## config.mk

```make
export PLATFORM = sky130hd
export DESIGN_NAME = sts_ctrl
export DESIGN_NICKNAME = d
export VERILOG_FILES = /design/src/hdl/sts_pkg.sv /design/src/hdl/sts_ctrl.sv
export SDC_FILE = /design/constraint.sdc
export NUM_CORES = 1
export LEC_CHECK = 0
export ABC_AREA = 0
export BUFFER_PORTS_ARGS = -buffer_cell sky130_fd_sc_hd__buf_2
export CAP_MARGIN = 20
export CORE_AREA = 2 2 39 41
export DETAILED_ROUTE_END_ITERATION = 16
export DIE_AREA = 0 0 41 43
export PLACE_DENSITY = 0.43
export SLEW_MARGIN = 10
export SYNTH_ARGS = -nofsm -noshare
export SYNTH_HDL_FRONTEND = slang
export SYNTH_SLANG_ARGS = --single-unit
```

## constraint.sdc

```tcl
create_clock -name aclk -period 0.9 [get_ports aclk]
set_input_delay 0.135 -clock aclk [delete_from_list [all_inputs] [get_ports aclk]]
set_output_delay 0.135 -clock aclk [all_outputs]
set_load 0.005 [all_outputs]
```

## src/hdl/sts_pkg.sv

```systemverilog
// Package for the sorted table floor search block.
// Holds the controller state type, the command and status structs between
// controller and datapath, and the register and request codes. No dependencies.
package sts_pkg;

    typedef enum logic [1:0] {
        ST_IDLE,
        ST_CHECK,
        ST_COMPARE,
        ST_FINISH
    } sts_state_t;

    // Configuration register indexes.
    localparam logic [3:0] CFG_ELEMENT_COUNT  = 4'd0;
    localparam logic [3:0] CFG_COMPARE_SIGNED = 4'd1;

    // Request kinds carried by s_req_type.
    localparam logic REQ_WRITE  = 1'b0;
    localparam logic REQ_SEARCH = 1'b1;

    typedef struct packed {
        logic write_entry;   // store the accepted item's value in the table
        logic start_search;  // latch the key and open the search range
        logic probe;         // latch mid and read the table at it
        logic update;        // narrow the range from the compare result
        logic set_floor;     // range empty: take the floor index as result
        logic out_load;      // move the result into the output register
    } sts_cmd_t;

    typedef struct packed {
        logic range_empty;   // lo is not below hi
        logic key_equal;     // probed entry equals the key
        logic out_free;      // output register can take a result this cycle
    } sts_status_t;

endpackage

```

## src/hdl/sts_ctrl.sv

```systemverilog
// Controller state machine of the sorted table floor search block.
// Sequences accept, probe, compare and result hand-off. Depends on sts_pkg.
module sts_ctrl
    import sts_pkg::*;
(
    input  logic        aclk,
    input  logic        aresetn,
    input  logic        s_valid,
    output logic        s_ready,
    input  logic        s_req_type,
    input  sts_status_t status,
    output sts_cmd_t    cmd
);

    sts_state_t state_reg;
    sts_state_t state_next;
    logic       accept;

    assign s_ready = (state_reg == ST_IDLE);
    assign accept  = s_valid && s_ready;

    always_ff @(posedge aclk) begin
        if (!aresetn) begin
            state_reg <= ST_IDLE;
        end else begin
            state_reg <= state_next;
        end
    end

    always_comb begin
        state_next = state_reg;
        unique case (state_reg)
            ST_IDLE: begin
                if (accept && (s_req_type == REQ_SEARCH)) begin
                    state_next = ST_CHECK;
                end
            end
            ST_CHECK: begin
                state_next = status.range_empty ? ST_FINISH : ST_COMPARE;
            end
            ST_COMPARE: begin
                state_next = status.key_equal ? ST_FINISH : ST_CHECK;
            end
            ST_FINISH: begin
                if (status.out_free) begin
                    state_next = ST_IDLE;
                end
            end
            default: state_next = ST_IDLE;
        endcase
    end

    always_comb begin
        cmd = '0;
        unique case (state_reg)
            ST_IDLE: begin
                cmd.write_entry  = accept && (s_req_type == REQ_WRITE);
                cmd.start_search = accept && (s_req_type == REQ_SEARCH);
            end
            ST_CHECK: begin
                cmd.probe     = !status.range_empty;
                cmd.set_floor = status.range_empty;
            end
            ST_COMPARE: begin
                cmd.update = 1'b1;
            end
            ST_FINISH: begin
                cmd.out_load = status.out_free;
            end
            default: cmd = '0;
        endcase
    end

endmodule

```

==> metrics.txt, run 1 <==
max FFs per register 2; CP delay by family, top flip-flops; commonest non-fill, non-tap cell in the layout buf_2; failing checks negative setup slack; Layout Utilization 19.7%; top cell type's share of synthesized area 29.6%; Total Wirelength 410 um; Layout Nets 44; first-pass GRT wire length 496 um; final hold vios 0; global route overflow 0; Buffers on Ports 13; fraction of layout cells with a size suffix above 1 71.4%; WP data arrival 980 ps; minimum clock period 1120 ps; flops & latches, synth 2; Starting Density 9.76%; DR WL/cell 8.04 um; area grow syn2layout 102%; CP startpoint kind flip-flop; final setup fails 7; final std cells w/o fill 51; Mapped Avg Cell Area 7.95 um2; fill count 155; Ports 14; DRT antenna net count 0; via count 181; peak supply drop 0.702 mV; First-pass DRT Iterations 2; core area 1380 um2; Critical Path RT 760 ps; leakage dissipation 0.147 nW; initial DRC count 3; slew of the pin with the lowest slew margin 177 ps; worst-path maximum fanout 7; Hold Crit Class primary input to flip-flop; post-route clock period utilization 124%; Crit. End Element output port; unrepaired setup endpoints after global routing yes; kind of critical path flip-flop to output port; pins over their slew limit 0; top cells by area, synth dfxtp_1 30%, a221oi_2 11%, and3_1 9.3%; Synth warnings 0; Max-slew headroom 88.2%; initial antenna violation count 0; largest net degree at the start of global routing 8; largest area contributor in the netlist dfxtp_1; Routability Congestion 0.610; clock buffer count from CTS 3; row count 14; Cells after DPL 47; setup ws final -215 ps; die footprint 1760 um2; register area 47.5 um2; Seq/Total Area, Yosys 29.6%; Synthesized Nets 24; commonest non-fill, non-tap cells in the layout 13 x buf_2, 3 x clkbuf_4; Yosys cell types 12; Reg clk slew, reported paths 30 ps; critical path's largest stage delay 360 ps; DRC 0; H-tree levels 1; Clk Latency, worst-skew pair 230 ps; Min Hold Slack 152 ps; Synth Instances 17; Crit-path slowest cell dfxtp_4; Clock Path Buffers 2; Vias/cell 3.55; max frequency 897 MHz; Crit path buffers/inverters 1; Worst Skew 2.26 ps; diode count 0; Die H 43 um; HPWL after DPL 293 um; CTS Sinks 2; total track usage 5.51%; crit-path cells nor2_4, and3_1, buf_2; run status finished with violations; root buf cell clkbuf_4; vias in the first global route 131; footprint of the multi-input gates 98.8 um2; Max-Cap Viols 0; pwr dens 1600 nW/um2; cell area after synthesis 135 um2; DIE WIDTH 41 um; CTS tree built
==> synth_stat cells (all sizes together) <==
master,count
o21ai,1
nand2,3
a221oi,1
dfxtp,2
inv,1
nor2b,1
nor2,3
nor3b,1
a22oi,1
and3,2
and3b,1
==> where the power goes <==
| part | leakage (nW) | internal [mW] | switching (mW) | total (mW) |
|---|---|---|---|---|
| logic | 0.116 | 0.0682 | 0.0458 | 0.114 |
| clock network | 0.0138 | 0.147 | 0.0548 | 0.202 |
| registers | 0.0178 | 0.0996 | 0.0193 | 0.119 |
| total | 0.147 | 0.315 | 0.120 | 0.435 |
==> path summary, 6_finish.rpt <==
| path | from | endpoint | slack (ps) | cells past startpoint |
|---|---|---|---|---|
| setup / recovery | state_reg[0] | cmd[4] | -220 | 3 |
| hold / removal | aresetn | state_reg[1] | 150 | 3 |
| hold reg to reg | state_reg[0] | state_reg[1] | 580 | 2 |
| setup reg to reg | state_reg[1] | state_reg[1] | 30 | 3 |
==> cells by family after synthesis <==
group	after synthesis	synth area share (%)
and+or+nand+nor	11	47.2
AOI/OAI and AO/OA	3	20.4
buffers and inverters	1	2.78
DFF	2	29.6
==> layout make-up <==
type                    instances  share of cell area, %
multi-input cells              14                   36.2
repair buffers                 15                   29.4
flip-flops and latches          2                   17.4
clock buffers                   3                   8.26
well taps                      16                   7.34
inverters                       1                   1.38
==> through the flow <==
stage	setup WS, ps	setup TNS [ps]	cell area, um2	power, mW
2_1_floorplan	40.9	0	135	0.162
3_3_place_gp	-49.8	-103	228	0.215
3_5_place_dp	-54.6	-115	228	0.215
4_1_cts	-205	-1040	270	0.446
5_1_grt	-280	-1460	273	0.476
6_report	-215	-994	273	0.435
==> per-layer routing <==
metal	wire, um	vias to the layer above	global-route usage (%)
met3	65	0	9.42
li1	-	96	-
met5	0	-	0
met4	0	0	4.00
met2	137	11	4.69
met1	207	74	5.11
==> worst min-delay path: stages <==
cell    delay (ps)
buf_2           80
inv_1           40
nor2_1          80
==> repair_timing <==
action / CTS / global route
endpoints found under the setup margin: 9 / 9
gates resized for setup: 5 / 1
cloned: 0 / 0
hold buffers: 0 / 0
pin swaps: 2 / 2
buffers inserted: 1 / 0
Power figures use the tool's default switching activity.
==> inputs of run 2 (changes only) <==
--- a/config.mk
+++ b/config.mk
@@ -9,6 +9,7 @@
 export BUFFER_PORTS_ARGS = -buffer_cell sky130_fd_sc_hd__buf_2
 export CAP_MARGIN = 20
 export CORE_AREA = 2 2 39 41
+export CTS_BUF_LIST = sky130_fd_sc_hd__clkbuf_8
 export DETAILED_ROUTE_END_ITERATION = 16
 export DIE_AREA = 0 0 41 43
 export PLACE_DENSITY = 0.43
==> run 2 against run 1 <==
  * The flow still finishes with violations (negative setup slack)
  * Count of clock-buffer cells in the layout stayed put
  * Sequential cell count did not move
  * Global-route usage stayed put
  * Total power is 34% higher
  * Hold slack improved by 17 ps
  * Critical path depth unchanged
  * Largest cell class unchanged
  * Wire length shrank 2.2%
  * Final cell count unchanged
  * Worst setup slack better by 19 ps
  * Fmax grew 1.7%
  * Critical endpoint unchanged
  * Die area unchanged
==> metrics.txt, run 2 (synthesis results as in run 1) <==
DRC 0 (unchanged); max frequency 912 MHz (+1.7%); final setup fails 7 (unchanged); Clock Path Buffers 2 (unchanged); DRT antenna net count 0 (unchanged); Worst Setup SP state_reg[0]; leakage dissipation 0.155 nW (+5.3%); placed inst area 228 um2 (unchanged); Reg clk slew, reported paths 30 ps (about the same); area grow syn2layout 116%; die footprint 1760 um2 (unchanged); final hold vios 0 (unchanged); diode count 0 (unchanged); via count 184 (+1.7%); row count 14 (unchanged); Worst Skew 1.50 ps (-0.760 ps); cell area after layout 292 um2 (+6.9%); WP data arrival 960 ps (-20 ps); critical path depth in cells 3 (unchanged); slew of the pin with the lowest slew margin 175 ps (-1.91 ps); initial antenna violation count 0 (unchanged); Layout Nets 44 (unchanged); largest net degree at the start of global routing 8 (unchanged); Clk Latency, worst-skew pair 210 ps (-20 ps); fill count 153 (-1.3%); DIE WIDTH 41 um (unchanged); post-route clock period utilization 122% (-2.1 points); setup ws final -196 ps (+19.1 ps); critical path's largest stage delay 360 ps (about the same); Crit Reg-Reg Startpoint state_reg[1]; kind of critical path flip-flop to output port; Min Hold Slack 168 ps (+17.0 ps); pins over their slew limit 0 (unchanged); First-pass DRT Iterations 2 (unchanged); Buffers on Ports 13 (unchanged); CTS Sinks 2 (unchanged); CP startpoint kind flip-flop; Layout Utilization 21.1% (+1.4 points); final std cells w/o fill 51 (unchanged); unrepaired setup endpoints after global routing yes; total track usage 5.51% (unchanged); commonest non-fill, non-tap cells in the layout 13 x buf_2, 3 x clkbuf_8; clock buffer count from CTS 3 (unchanged); Worst R2R Path Depth 3 (unchanged); peak supply drop 1.05 mV (+50%); hold_sp aresetn; worst-path maximum fanout 7 (unchanged); Ports 14 (unchanged); vias in the first global route 131 (unchanged); Max-Cap Viols 0 (unchanged); fraction of layout cells with a size suffix above 1 71.4% (unchanged); Crit. End Element output port; core area 1380 um2 (unchanged); Routability Congestion 0.610 (unchanged); initial DRC count 3 (unchanged); HPWL after DPL 293 um (unchanged); Hold-fix buffers, CTS 0 (unchanged); pre-CTS setup slack -54.6 ps (unchanged); commonest non-fill, non-tap cell in the layout buf_2; Max-slew headroom 88.4% (+0.13 points); Hold Crit Class primary input to flip-flop; setup TNS -862 ps (+131 ps); Critical Path RT 760 ps (about the same); pwr dens 1990 nW/um2 (+25%); H-tree levels 1 (unchanged); Pwr Total 0.581 mW (+34%); Vias/cell 3.61 (+1.7%); global route overflow 0 (unchanged); Total Wirelength 401 um (-2.2%); CTS tree built; Crit-path slowest cell dfxtp_4; max FFs per register 2 (unchanged); DR WL/cell 7.86 um (-2.2%); minimum clock period 1100 ps (-19.1 ps); failing checks negative setup slack; Die H 43 um (unchanged); root buf cell clkbuf_8; Starting Density 9.76% (unchanged); run status finished with violations; Crit path buffers/inverters 1 (unchanged); crit-path cells nor2_4, and3_1, buf_2; first-pass GRT wire length 496 um (unchanged); Cells after DPL 47 (unchanged); hold path cells 3 (unchanged); CP delay by family, top flip-flops
==> run 2: worst paths after layout <==
kind | endpoint | slack, ps
max | cmd[4] | -200
min | state_reg[1] | 170
max reg2reg | state_reg[1] | 30
min reg2reg | state_reg[1] | 570
==> run 2: layout make-up <==
| type | count | area, um2 | area share (%) |
|---|---|---|---|
| Tap cell | 16 | 20.0 | 6.87 |
| Multi-Input combinational cell | 14 | 98.8 | 33.9 |
| Sequential cell | 2 | 47.5 | 16.3 |
| Inverter | 1 | 3.75 | 1.29 |
| Clock buffer | 3 | 41.3 | 14.2 |
| Timing Repair Buffer | 15 | 80.1 | 27.5 |
==> run 2: report_power, final <==
group	internal [mW]	leakage, nW	switching, mW
sequential	0.0998	0.0178	0.0191
clock	0.282	0.0216	0.0658
combinational	0.0682	0.116	0.0457
total	0.450	0.155	0.131
==> run 2: routing by layer <==
| layer | GRT usage, % | wire length [um] |
|---|---|---|
| met1 | 5.11 | 183 |
| met5 | 0 | 0 |
| met2 | 4.69 | 140 |
| met3 | 9.42 | 78 |
| met4 | 4.00 | 0 |
==> run 2: what timing repair did <==
item | CTS | global route
setup buffers | 1 | 0
endpoints found under the setup margin | 9 | 9
pin swaps | 2 | 2
gates resized for setup | 5 | 1
==> run 2: worst reg2reg max path, cell delays in order, from the launching register on <==
cell	delay, ps
dfxtp_4	350
nor2b_2	160
a22oi_1	190
nor2_1	50
